[src/rtl/core/twn_pkg.sv]
`default_nettype none

package twn_pkg;

  localparam int VALUE_BITS         = 32;
  localparam int FRACTION_BITS_DEF  = 16;
  localparam int CMD_W              = 3;
  localparam int DELTA_W            = 16;
  localparam int SPAN_W             = 24;
  localparam int REPEAT_W           = 17;
  localparam int ELAPSED_W          = 26;
  localparam int PASS_W             = 16;
  localparam int CFG_IDX_W          = 3;
  localparam int CFG_W              = (VALUE_BITS > SPAN_W) ? VALUE_BITS : SPAN_W;

  typedef enum logic [CMD_W-1:0] {
    CMD_TICK   = 3'd0,
    CMD_START  = 3'd1,
    CMD_STOP   = 3'd2,
    CMD_PAUSE  = 3'd3,
    CMD_RESUME = 3'd4
  } cmd_t;

  typedef enum logic [1:0] {
    PH_IDLE  = 2'd0,
    PH_RUN   = 2'd1,
    PH_PAUSE = 2'd2,
    PH_DONE  = 2'd3
  } phase_t;

  typedef enum logic [CFG_IDX_W-1:0] {
    CFG_START_VALUE  = 3'd0,
    CFG_END_VALUE    = 3'd1,
    CFG_SPAN_MS      = 3'd2,
    CFG_LEAD_MS      = 3'd3,
    CFG_REPEAT_LIMIT = 3'd4,
    CFG_YOYO_ENABLE  = 3'd5
  } cfg_idx_t;

  typedef enum logic [1:0] {
    C_IDLE,
    C_LEAD,
    C_SPAN,
    C_WAIT
  } ctl_state_t;

  typedef enum logic [2:0] {
    U_IDLE,
    U_DIFF,
    U_DIV,
    U_TSEL,
    U_MUL,
    U_ADD,
    U_DONE
  } arith_state_t;

  typedef struct packed {
    logic [CMD_W-1:0]   command;
    logic [DELTA_W-1:0] delta_ms;
  } in_item_t;

  typedef struct packed {
    logic signed [VALUE_BITS-1:0] current_value;
    logic                         value_updated;
    logic                         still_active;
    logic [1:0]                   run_state;
    logic                         just_finished;
  } out_item_t;

  typedef struct packed {
    logic                         go;
    logic [SPAN_W-1:0]            active;
    logic [SPAN_W-1:0]            span;
    logic                         rev;
    logic signed [VALUE_BITS-1:0] start_value;
    logic signed [VALUE_BITS-1:0] end_value;
  } arith_req_t;

  typedef struct packed {
    logic                         done;
    logic signed [VALUE_BITS-1:0] value;
  } arith_rsp_t;

endpackage

`default_nettype wire

[src/rtl/core/twn_arith.sv]
`default_nettype none

module twn_arith
  import twn_pkg::*;
#(
  parameter int FRACTION_BITS = FRACTION_BITS_DEF
) (
  input  logic       clk,
  input  logic       rst_n,
  input  arith_req_t req,
  output arith_rsp_t rsp
);

  localparam int DW = VALUE_BITS + 1;
  localparam int PW = DW + FRACTION_BITS;
  localparam int AW = PW + 1;
  localparam int RW = SPAN_W + 1;
  localparam int CW = $clog2(FRACTION_BITS + 1);

  arith_state_t state_r, state_nxt;
  logic [RW-1:0]                rem_r, rem_nxt;
  logic [SPAN_W-1:0]            span_r, span_nxt;
  logic [FRACTION_BITS-1:0]     q_r, q_nxt;
  logic [PW-1:0]                acc_r, acc_nxt;
  logic [DW-1:0]                diff_r, diff_nxt;
  logic [CW-1:0]                cnt_r, cnt_nxt;
  logic signed [VALUE_BITS-1:0] sv_r, sv_nxt;
  logic signed [VALUE_BITS-1:0] ev_r, ev_nxt;
  logic                         rev_r, rev_nxt;
  logic signed [VALUE_BITS-1:0] value_r, value_nxt;

  logic [AW-1:0] op_a, op_b, sum;
  logic          sub;
  logic [RW-1:0] rem2;
  logic          ge;

  assign rem2 = {rem_r[RW-2:0], 1'b0};
  assign sum  = op_a + (sub ? ~op_b : op_b) + {{(AW-1){1'b0}}, sub};
  assign ge   = ~sum[AW-1];

  always_ff @(posedge clk) begin
    if (!rst_n) begin
      state_r <= U_IDLE;
    end else begin
      state_r <= state_nxt;
    end
    rem_r   <= rem_nxt;
    span_r  <= span_nxt;
    q_r     <= q_nxt;
    acc_r   <= acc_nxt;
    diff_r  <= diff_nxt;
    cnt_r   <= cnt_nxt;
    sv_r    <= sv_nxt;
    ev_r    <= ev_nxt;
    rev_r   <= rev_nxt;
    value_r <= value_nxt;
  end

  always_comb begin
    state_nxt = state_r;
    rem_nxt   = rem_r;
    span_nxt  = span_r;
    q_nxt     = q_r;
    acc_nxt   = acc_r;
    diff_nxt  = diff_r;
    cnt_nxt   = cnt_r;
    sv_nxt    = sv_r;
    ev_nxt    = ev_r;
    rev_nxt   = rev_r;
    value_nxt = value_r;
    op_a      = '0;
    op_b      = '0;
    sub       = 1'b0;

    unique case (state_r)
      U_IDLE: begin
        if (req.go) begin
          rem_nxt   = {1'b0, req.active};
          span_nxt  = req.span;
          rev_nxt   = req.rev;
          sv_nxt    = req.start_value;
          ev_nxt    = req.end_value;
          q_nxt     = '0;
          cnt_nxt   = CW'(FRACTION_BITS);
          state_nxt = U_DIFF;
        end
      end
      U_DIFF: begin
        op_a      = {{(AW-VALUE_BITS){ev_r[VALUE_BITS-1]}}, ev_r};
        op_b      = {{(AW-VALUE_BITS){sv_r[VALUE_BITS-1]}}, sv_r};
        sub       = 1'b1;
        diff_nxt  = sum[DW-1:0];
        state_nxt = U_DIV;
      end
      U_DIV: begin
        op_a    = {{(AW-RW){1'b0}}, rem2};
        op_b    = {{(AW-SPAN_W){1'b0}}, span_r};
        sub     = 1'b1;
        rem_nxt = ge ? sum[RW-1:0] : rem2;
        q_nxt   = {q_r[FRACTION_BITS-2:0], ge};
        cnt_nxt = cnt_r - CW'(1);
        if (cnt_r == CW'(1)) begin
          state_nxt = U_TSEL;
        end
      end
      U_TSEL: begin
        if (rev_r && (q_r == '0)) begin
          value_nxt = ev_r;
          state_nxt = U_DONE;
        end else begin
          q_nxt     = rev_r ? (~q_r + FRACTION_BITS'(1)) : q_r;
          acc_nxt   = '0;
          cnt_nxt   = CW'(FRACTION_BITS);
          state_nxt = U_MUL;
        end
      end
      U_MUL: begin
        op_a    = {acc_r, 1'b0};
        op_b    = q_r[FRACTION_BITS-1] ? {{(AW-DW){diff_r[DW-1]}}, diff_r} : '0;
        acc_nxt = sum[PW-1:0];
        q_nxt   = {q_r[FRACTION_BITS-2:0], 1'b0};
        cnt_nxt = cnt_r - CW'(1);
        if (cnt_r == CW'(1)) begin
          state_nxt = U_ADD;
        end
      end
      U_ADD: begin
        op_a      = {{(AW-DW){acc_r[PW-1]}}, acc_r[PW-1:FRACTION_BITS]};
        op_b      = {{(AW-VALUE_BITS){sv_r[VALUE_BITS-1]}}, sv_r};
        value_nxt = sum[VALUE_BITS-1:0];
        state_nxt = U_DONE;
      end
      U_DONE: begin
        state_nxt = U_IDLE;
      end
      default: begin
        state_nxt = U_IDLE;
      end
    endcase
  end

  assign rsp.done  = (state_r == U_DONE);
  assign rsp.value = value_r;

endmodule

`default_nettype wire

[src/rtl/core/tween_interpolation_timer.sv]
// Start, stop, pause, resume and ticks that compute nothing give their item
// in the cycle after accept; a tick still in the delay passes through C_LEAD,
// a tick that ends a pass through C_LEAD and C_SPAN, and an interpolating
// tick also waits in C_WAIT, paced by the shared adder doing one divide
// step and then one multiply step per cycle. One item is in work at a time.
// Reset (synchronous, rst_n low): idle, counters, value and config zero.
`default_nettype none

module tween_interpolation_timer
  import twn_pkg::*;
#(
  parameter int FRACTION_BITS = FRACTION_BITS_DEF
) (
  input  logic                 clk,
  input  logic                 rst_n,
  input  logic                 in_valid,
  output logic                 in_stall,
  input  in_item_t             in_data,
  output logic                 out_valid,
  input  logic                 out_stall,
  output out_item_t            out_data,
  input  logic                 cfg_we,
  input  logic [CFG_IDX_W-1:0] cfg_idx,
  input  logic [CFG_W-1:0]     cfg_wdata
);

  logic signed [VALUE_BITS-1:0] start_r, end_r;
  logic [SPAN_W-1:0]            span_r, lead_r;
  logic signed [REPEAT_W-1:0]   repeat_r;
  logic                         yoyo_r;

  ctl_state_t                   cstate_r, cstate_nxt;
  phase_t                       phase_r, phase_nxt;
  logic [ELAPSED_W-1:0]         elapsed_r, elapsed_nxt;
  logic [PASS_W-1:0]            passes_r, passes_nxt;
  logic                         rev_r, rev_nxt;
  logic signed [VALUE_BITS-1:0] held_r, held_nxt;
  logic [ELAPSED_W-1:0]         active_r, active_nxt;
  out_item_t                    out_r, out_nxt;
  logic                         out_valid_r, out_valid_nxt;

  logic                         in_acc;
  logic                         emit;
  logic                         updated, finished;
  logic [ELAPSED_W:0]           el_sum;
  logic [ELAPSED_W:0]           lead_diff;
  logic                         full;
  logic                         rpt_go;
  arith_req_t                   req;
  arith_rsp_t                   rsp;

  twn_arith #(
    .FRACTION_BITS(FRACTION_BITS)
  ) u_arith (
    .clk  (clk),
    .rst_n(rst_n),
    .req  (req),
    .rsp  (rsp)
  );

  assign in_stall  = (cstate_r != C_IDLE) || (out_valid_r && out_stall);
  assign in_acc    = in_valid && !in_stall;
  assign out_valid = out_valid_r;
  assign out_data  = out_r;

  assign el_sum    = {1'b0, elapsed_r} + {{(ELAPSED_W+1-DELTA_W){1'b0}}, in_data.delta_ms};
  assign lead_diff = {1'b0, elapsed_r} - {{(ELAPSED_W+1-SPAN_W){1'b0}}, lead_r};
  assign full      = (span_r == '0) || (active_r >= {{(ELAPSED_W-SPAN_W){1'b0}}, span_r});
  assign rpt_go    = (&repeat_r) || ($signed({1'b0, passes_r}) < repeat_r);

  assign req.go          = (cstate_r == C_SPAN) && !full;
  assign req.active      = active_r[SPAN_W-1:0];
  assign req.span        = span_r;
  assign req.rev         = rev_r;
  assign req.start_value = start_r;
  assign req.end_value   = end_r;

  always_ff @(posedge clk) begin
    if (!rst_n) begin
      start_r     <= '0;
      end_r       <= '0;
      span_r      <= '0;
      lead_r      <= '0;
      repeat_r    <= '0;
      yoyo_r      <= 1'b0;
      cstate_r    <= C_IDLE;
      phase_r     <= PH_IDLE;
      elapsed_r   <= '0;
      passes_r    <= '0;
      rev_r       <= 1'b0;
      held_r      <= '0;
      out_valid_r <= 1'b0;
    end else begin
      if (cfg_we) begin
        unique case (cfg_idx)
          CFG_START_VALUE:  start_r  <= cfg_wdata[VALUE_BITS-1:0];
          CFG_END_VALUE:    end_r    <= cfg_wdata[VALUE_BITS-1:0];
          CFG_SPAN_MS:      span_r   <= cfg_wdata[SPAN_W-1:0];
          CFG_LEAD_MS:      lead_r   <= cfg_wdata[SPAN_W-1:0];
          CFG_REPEAT_LIMIT: repeat_r <= cfg_wdata[REPEAT_W-1:0];
          CFG_YOYO_ENABLE:  yoyo_r   <= cfg_wdata[0];
          default: ;
        endcase
      end
      cstate_r    <= cstate_nxt;
      phase_r     <= phase_nxt;
      elapsed_r   <= elapsed_nxt;
      passes_r    <= passes_nxt;
      rev_r       <= rev_nxt;
      held_r      <= held_nxt;
      out_valid_r <= out_valid_nxt;
    end
    active_r <= active_nxt;
    out_r    <= out_nxt;
  end

  always_comb begin
    cstate_nxt  = cstate_r;
    phase_nxt   = phase_r;
    elapsed_nxt = elapsed_r;
    passes_nxt  = passes_r;
    rev_nxt     = rev_r;
    held_nxt    = held_r;
    active_nxt  = active_r;
    emit        = 1'b0;
    updated     = 1'b0;
    finished    = 1'b0;

    unique case (cstate_r)
      C_IDLE: begin
        if (in_acc) begin
          emit = 1'b1;
          unique case (in_data.command)
            CMD_START: begin
              held_nxt    = start_r;
              elapsed_nxt = '0;
              passes_nxt  = '0;
              rev_nxt     = 1'b0;
              phase_nxt   = PH_RUN;
            end
            CMD_STOP: begin
              phase_nxt = PH_IDLE;
            end
            CMD_PAUSE: begin
              if (phase_r == PH_RUN) begin
                phase_nxt = PH_PAUSE;
              end
            end
            CMD_RESUME: begin
              if (phase_r == PH_PAUSE) begin
                phase_nxt = PH_RUN;
              end
            end
            CMD_TICK: begin
              if (phase_r == PH_RUN) begin
                emit        = 1'b0;
                elapsed_nxt = el_sum[ELAPSED_W] ? '1 : el_sum[ELAPSED_W-1:0];
                cstate_nxt  = C_LEAD;
              end
            end
            default: ;
          endcase
        end
      end
      C_LEAD: begin
        if (lead_diff[ELAPSED_W]) begin
          emit       = 1'b1;
          cstate_nxt = C_IDLE;
        end else begin
          active_nxt = lead_diff[ELAPSED_W-1:0];
          cstate_nxt = C_SPAN;
        end
      end
      C_SPAN: begin
        if (full) begin
          emit     = 1'b1;
          updated  = 1'b1;
          held_nxt = rev_r ? start_r : end_r;
          if (rpt_go) begin
            if (passes_r != '1) begin
              passes_nxt = passes_r + PASS_W'(1);
            end
            elapsed_nxt = {{(ELAPSED_W-SPAN_W){1'b0}}, lead_r};
            rev_nxt     = rev_r ^ yoyo_r;
          end else begin
            phase_nxt = PH_DONE;
            finished  = 1'b1;
          end
          cstate_nxt = C_IDLE;
        end else begin
          cstate_nxt = C_WAIT;
        end
      end
      C_WAIT: begin
        if (rsp.done) begin
          emit       = 1'b1;
          updated    = 1'b1;
          held_nxt   = rsp.value;
          cstate_nxt = C_IDLE;
        end
      end
      default: begin
        cstate_nxt = C_IDLE;
      end
    endcase

    out_valid_nxt = emit || (out_valid_r && out_stall);
    out_nxt       = out_r;
    if (emit) begin
      out_nxt.current_value = held_nxt;
      out_nxt.value_updated = updated;
      out_nxt.still_active  = (phase_nxt == PH_RUN) || (phase_nxt == PH_PAUSE);
      out_nxt.run_state     = phase_nxt;
      out_nxt.just_finished = finished;
    end
  end

endmodule

`default_nettype wire

[config.mk]
export PLATFORM = sky130hd
export DESIGN_NAME = tween_interpolation_timer
export DESIGN_NICKNAME = d
export VERILOG_FILES = /design/src/rtl/core/twn_pkg.sv /design/src/rtl/core/twn_arith.sv /design/src/rtl/core/tween_interpolation_timer.sv
export SDC_FILE = /design/constraint.sdc
export NUM_CORES = 1
export LEC_CHECK = 0
export ABC_AREA = 0
export BUFFER_PORTS_ARGS = -buffer_cell sky130_fd_sc_hd__buf_4
export CAP_MARGIN = 10
export CORE_MARGIN = 2
export CORE_UTILIZATION = 63
export DETAILED_ROUTE_END_ITERATION = 16
export PLACE_DENSITY_LB_ADDON = 0.08
export SYNTH_ARGS = -nofsm -noshare
export SYNTH_HDL_FRONTEND = slang
export SYNTH_HIERARCHICAL = 1
export SYNTH_SLANG_ARGS = --single-unit
[constraint.sdc]
create_clock -name clk -period 10.8 [get_ports clk]
set_input_delay 0 -clock clk [delete_from_list [all_inputs] [get_ports clk]]
set_output_delay 0 -clock clk [all_outputs]
set_load 0.1 [all_outputs]
After elaboration in Yosys (flattened, before gate mapping) --
Cells that the tools add are included.
Storage, ports and cells: bits in registers 524, input port bits 59, output and inout bits 39, word-level logic and storage cells 202
Cells by class: add/sub/neg operators 7, $lt $le $gt $ge 2, multiplexer cells 71, bitwise operators 5, equality and inequality tests 40, reduce and logical (&&, ||, !) cells 47
Operators by type and width (count):
- 50-bit case mux with 4 select lines | 1
- 32-bit two-way mux | 6
- 50-bit case mux with 3 select lines | 1
- 26-bit two-way mux | 5
- 16-bit two-way mux | 8
- 26-bit case mux with 2 select lines | 2
- 50-bit two-way mux | 2
- 49-bit case mux with 2 select lines | 1
- 32-bit case mux with 3 select lines | 1
- 16-bit case mux with 4 select lines | 1
- 32-bit case mux with 2 select lines | 1
- 50-bit by 1-bit adder with 50-bit output | 1
- 50-bit adder | 1
- 50-bit NOT | 1
- 49-bit two-way mux | 1
- 24-bit two-way mux | 2
- 24-bit case mux with 2 select lines | 1
- 16-bit by 1-bit adder with 16-bit output (second input constant) | 2
- 16-bit case mux with 2 select lines | 1
- 26-bit by 16-bit adder with 27-bit output | 1
- 26-bit by 24-bit subtractor with 27-bit output | 1
- 26-bit by 24-bit >= comparator with 1-bit output | 1
- 24-bit logical NOT | 1
- 2-bit two-way mux | 12
- other kinds (41) | 117

Logic depth before layout (Yosys ltp) --
word-level depth 9, gate-level depth with buffers 18, gate-level depth less buffers 14

By module --
Netlist, hierarchy kept.
Modules (own cells, without submodules):
- tween_interpolation_timer | times used 1, sequential area each 6095.8 µm², cells an instance 1900, area each 15489.9 µm²
- twn_arith | times used 1, sequential area each 7507.2 µm², cells an instance 1439, area each 14810.5 µm²

Worst setup path before layout --
No wires, ideal clock.
kind flip-flop to flip-flop, start point register active_r[23], end point register u_arith.rem_r[0] (enable), library setup time 363 ps, data arrival time 9318 ps, clock period less this slack 9681 ps, cell stages (with the launch flop) 12, required time 10437 ps, slack 1119 ps, buffers on the path 2, cells stage by stage edfxtp_1 ha_1 a2111oi_0 o21ai_1 a211oi_1 a31o_1 buf_6 buf_6 and2_2 nand2b_1 nor3_1 or2_2
RTL lines:
- start, declared | line tween_interpolation_timer.sv:38 | logic [ELAPSED_W-1:0] active_r, active_nxt;
- start signal, assigned | line tween_interpolation_timer.sv:113 | active_r <= active_nxt;
- end signal, assigned | line twn_arith.sv:47 | rem_r <= rem_nxt;
- end, declared | line twn_arith.sv:21 | logic [RW-1:0] rem_r, rem_nxt;

Worst setup path after layout --
start point register u_arith.state_r[0], end point register u_arith.rem_r[21] (data pin)
On the way: cells in the longest elaborated chain, start to end 9, elaborated cells on any way between the ends 16, those cells by class 2 x add/sub; 4 x eq/ne; 6 x mux; 1 x bitwise; 3 x reduce/logical
RTL lines:
- start, declared | line twn_arith.sv:20 | arith_state_t state_r, state_nxt;
- start signal, assigned | line twn_arith.sv:45 | state_r <= state_nxt;
- 3-bit by 1-bit == test with 1-bit output / 3-bit == test (equally long branches) | line twn_arith.sv:75 | unique case (state_r)
- 2-bit OR reduction (no source line)
- 50-bit case mux with 3 select lines | line twn_arith.sv:75
- 50-bit NOT | line twn_arith.sv:38 | assign sum = op_a + (sub ? ~op_b : op_b) + {{(AW-1){1'b0}}, sub};
- 50-bit two-way mux | line twn_arith.sv:38
- 50-bit adder | line twn_arith.sv:38
- 50-bit by 1-bit adder with 50-bit output | line twn_arith.sv:38
- 24-bit two-way mux | line twn_arith.sv:99 | rem_nxt = ge ? sum[RW-1:0] : rem2;
- 24-bit case mux with 2 select lines * | line twn_arith.sv:75
- via u_arith.rem_nxt[21] | line twn_arith.sv:21
The timed path passes the listed nets; every way through them passes the cells marked *. A chain may end at the register's enable or synchronous reset.

==> impl_metrics.py <==
metrics = {
    "status": {
        "status": "complete, no violations",
    },
    "power_and_ir_drop": {
        "p_leak_nw": 12.4,
        "powerDensity_mw_per_mm2": 133,
        "ir_worst_vdd_uv": 131,
    },
    "drt": {
        "viasPerCell": 6.64,
        "drtPass1Iterations": 6,
        "first_iter_violations": 3622,
        "via_count": 26800,
        "ant_nets": 0,
        "drcViolationCount": 0,
        "routedWlPerCell_um": 25.2,
        "wirelength_mm": 102,
    },
    "floorplan": {
        "die_area_mm2": 0.0499,
        "std_cell_rows": 80,
        "ios": 98,
        "die_w_um": 223,
        "core_mm2": 0.0476,
        "start_util_pct": 63.6,
        "die_h_um": 223,
    },
    "place": {
        "placed_cell_area_mm2": 0.0312,
        "dp_hpwl_mm": 71.5,
        "place_congestion": 0.978,
        "numPortBuffers": 97,
    },
    "timing": {
        "layout_min_cycle_time_ps": 5850,
        "period_share_pct": 54.1,
        "worst_pin_slew_ps": 1270,
        "final_max_slew_viol_count": 0,
        "tns_ps": 0,
        "setup_viol": 0,
        "rsz0062_at_grt": "false",
        "worst_clock_skew_ps": 22.2,
        "finalHoldViolCount": 0,
        "max_freq_mhz": 171,
        "max_slew_margin_pct": 15.2,
    },
    "worst_setup_path": {
        "crit_fanout": 60,
        "arrival_ps": 6220,
        "cp-end-kind": "flip-flop",
        "cp.required_ps": 11170,
        "critical_path_buf_inv_count": 2,
        "crit_type": "flip-flop to flip-flop",
        "start_kind": "flip-flop",
        "path_cells": "buf_4, nand2b_2, buf_4, o221ai_1, ha_1, nand2_1, o21ai_0, o21bai_1, a21o_1, o211ai_2, a21oi_4, o21ai_0, a31o_1",
        "max_stage_delay_ps": 990,
        "cpMaxStageDelayCell": "a21oi_4",
        "cp_top_family": "compound AO/OA/AOI/OAI gates",
    },
    "clock_network": {
        "cts_resized": 0,
        "numCtsBuffers": 54,
        "cts_tree": "built",
        "cts_buffer_depth": 3,
        "cts.sinks": 524,
        "htreeDepth": 2,
        "cts.clk_slew.worst_paths_ps": 60,
        "insertion_delay_ps": 630,
        "root_buffer": "clkbuf_16",
    },
    "logic_synthesis": {
        "synthFlopType": "edfxtp_1",
        "synth_area_leaders": "edfxtp_1 31%, dfxtp_1 14%, nand2_1 7.1%, a21oi_1 5.9%, ha_1 5.4%",
        "async_flop_share_pct": 0,
        "synth_nets": 3532,
        "synth_top_area_share_pct": 30.8,
        "ys_seq_area_share_pct": 44.9,
        "synth.distinct_cells": 114,
        "synth_top_area_cell": "edfxtp_1",
        "yosys_register_bits": 524,
        "syn_avg_cell_area_um2": 9.07,
        "synth-edff-count": 311,
        "synthCells": 3339,
        "netlist_area_mm2": 0.0303,
        "yosys_warnings": 6,
    },
    "layout": {
        "drive_gt1_share_pct": 9.89,
        "area_growth_syn_to_layout_pct": 10.7,
        "fin_nets": 3564,
        "finalInstanceArea_mm2": 0.0335,
        "fillers": 3657,
    },
    "global_routing": {
        "antenna_found_initial": 3,
        "grt_pass1_vias": 25500,
        "gr-usage-met1_pct": 51.4,
        "grt_usage_pct": 39.9,
        "grt_pass1_wl_mm": 152,
        "use_met2_pct": 63.6,
        "overflow": 0,
        "grt_use_met3_pct": 7.78,
        "top_usage_layer": "met2",
        "grt_start_max_net_pins": 109,
    },
    "job": {
        "maxCapViolations": 0,
    },
    "hold_path": {
        "holdCritPathClass": "input port to flip-flop",
    },
}
cell families after synthesis:
family,after synthesis,synth area share [%]
AO/OA/AOI/OAI,944,20.7
XOR/XNOR,103,3.00
adder cells (fa/ha/maj),134,5.61
buffers and inverters,351,4.86
flip-flops,524,44.9
multiplexers,106,3.60
AND/OR/NAND/NOR,1177,17.4
metrics by stage:
stage / hold slack, ps / worst slack, ps / std cells / utilization (%) / power [mW]
after global routing: 89.3 / 4770 / 4032 / 70.4 / 4.55
after CTS: 5.58 / 5050 / 4030 / 70.4 / 4.45
after global placement: 264 / 5170 / 3881 / 65.5 / 2.50
after detailed placement: 270 / 5170 / 3881 / 65.5 / 2.51
final: 37.2 / 4950 / 4032 / 70.4 / 4.45
after floorplan: 128 / 1120 / 3339 / - / 2.41
per-layer routing:
metal  up-vias  part of all wire, %
met5         -                0.011
met4         2                  6.3
met3       314                   11
met2      1670                   45
met1     12700                   38
li1      12100                    -
tightest hold or removal path: stages:
cell,delay (ps)
buf_4,120
inv_1,70
fa_1,170
a21oi_1,60
a21oi_1,120
a211oi_1,80
flip-flops by register name, indices dropped and copies added, names as in the netlist, 16 cells and up:
signal / flops
active_r: 26
elapsed_r: 26
end_r: 32
held_r: 32
lead_r: 24
out_data: 37
passes_r: 16
repeat_r: 17
span_r: 24
start_r: 32
u_arith/acc_r: 49
u_arith/diff_r: 33
u_arith/ev_r: 32
u_arith/q_r: 16
u_arith/rem_r: 24
u_arith/span_r: 24
u_arith/sv_r: 32
u_arith/value_r: 32
power breakdown:
part	internal [mW]	switching, mW	total [mW]
Clock	1.14	0.830	1.97
Combinational	0.111	0.227	0.338
Sequential	2.13	0.0181	2.15
Total	3.38	1.08	4.45
path summary, 6_finish.rpt:
path                            from                end  slack, ps  depth (start not counted)
setup / recovery  u_arith/state_r[0]  u_arith/rem_r[21]       4950                         13
hold / removal            in_data[1]       elapsed_r[1]         40                          6
setup reg to reg  u_arith/state_r[0]  u_arith/rem_r[21]       4950                         13
hold reg to reg           lead_r[14]         lead_r[14]        460                          2
layout by cell type, fill, tap and decap left out, types with 12 or more instances in the layout:
| cell | instances |
|---|---|
| nor2_1 | 247 |
| nand4_1 | 27 |
| edfxtp_1 | 311 |
| a21o_1 | 68 |
| nand2_1 | 568 |
| o21ai_0 | 159 |
| mux2_2 | 20 |
| o21a_1 | 25 |
| clkbuf_1 | 16 |
| dlygate4sd3_1 | 48 |
| nor2b_1 | 15 |
| mux2i_1 | 85 |
| dfxtp_1 | 208 |
| o221ai_1 | 30 |
| nor4_1 | 16 |
| a21oi_1 | 355 |
| and2_1 | 15 |
| nor3_1 | 88 |
| nand2b_1 | 23 |
| o31ai_2 | 19 |
| xnor2_1 | 75 |
| nand3_1 | 62 |
| nor3b_1 | 12 |
| clkbuf_16 | 56 |
| buf_4 | 131 |
| or3_1 | 12 |
| o211ai_1 | 31 |
| a31oi_1 | 14 |
| xor2_1 | 27 |
| and3_1 | 23 |
| a22oi_1 | 43 |
| o21bai_1 | 15 |
| inv_1 | 146 |
| ha_1 | 131 |
| o31ai_1 | 24 |
| a211oi_1 | 28 |
final cells by class:
class	count	area, um2	share of cell area (%)
clock buffers	74	1490	4.44
diodes	1	2.50	0.00746
flip-flops and latches	524	13600	40.6
inverters	148	561	1.67
well taps	615	769	2.29
clock inverters	27	363	1.08
multi-input cells	2464	15300	45.5
repair buffers	179	1460	4.37
Yosys cell counts (all sizes together), types with 13 or more instances:
master and n:
ha 131, nor4 17, nand2 571, a211oi 30, o31ai 51, dfxtp 213
nor3 94, o221ai 30, edfxtp 311, nand4 28, and3 23, xor2 27
and2 20, nand2b 26, xnor2 76, o21a 26, a21o 71, a31oi 14
o211ai 34, nand3 64, nor3b 13, mux2i 85, o21bai 15, a21oi 361
clkbuf 146, buf 57, inv 147, nor2 254, or3 13, o21ai 171
a22oi 44, mux2 21, nor2b 18
what timing repair did:
item / CTS / global route
hold buffers: 48 / 0
buffers inserted: 0 / 0
endpoints found under the hold margin: 152 / 0
Power figures use the tool's default switching activity.
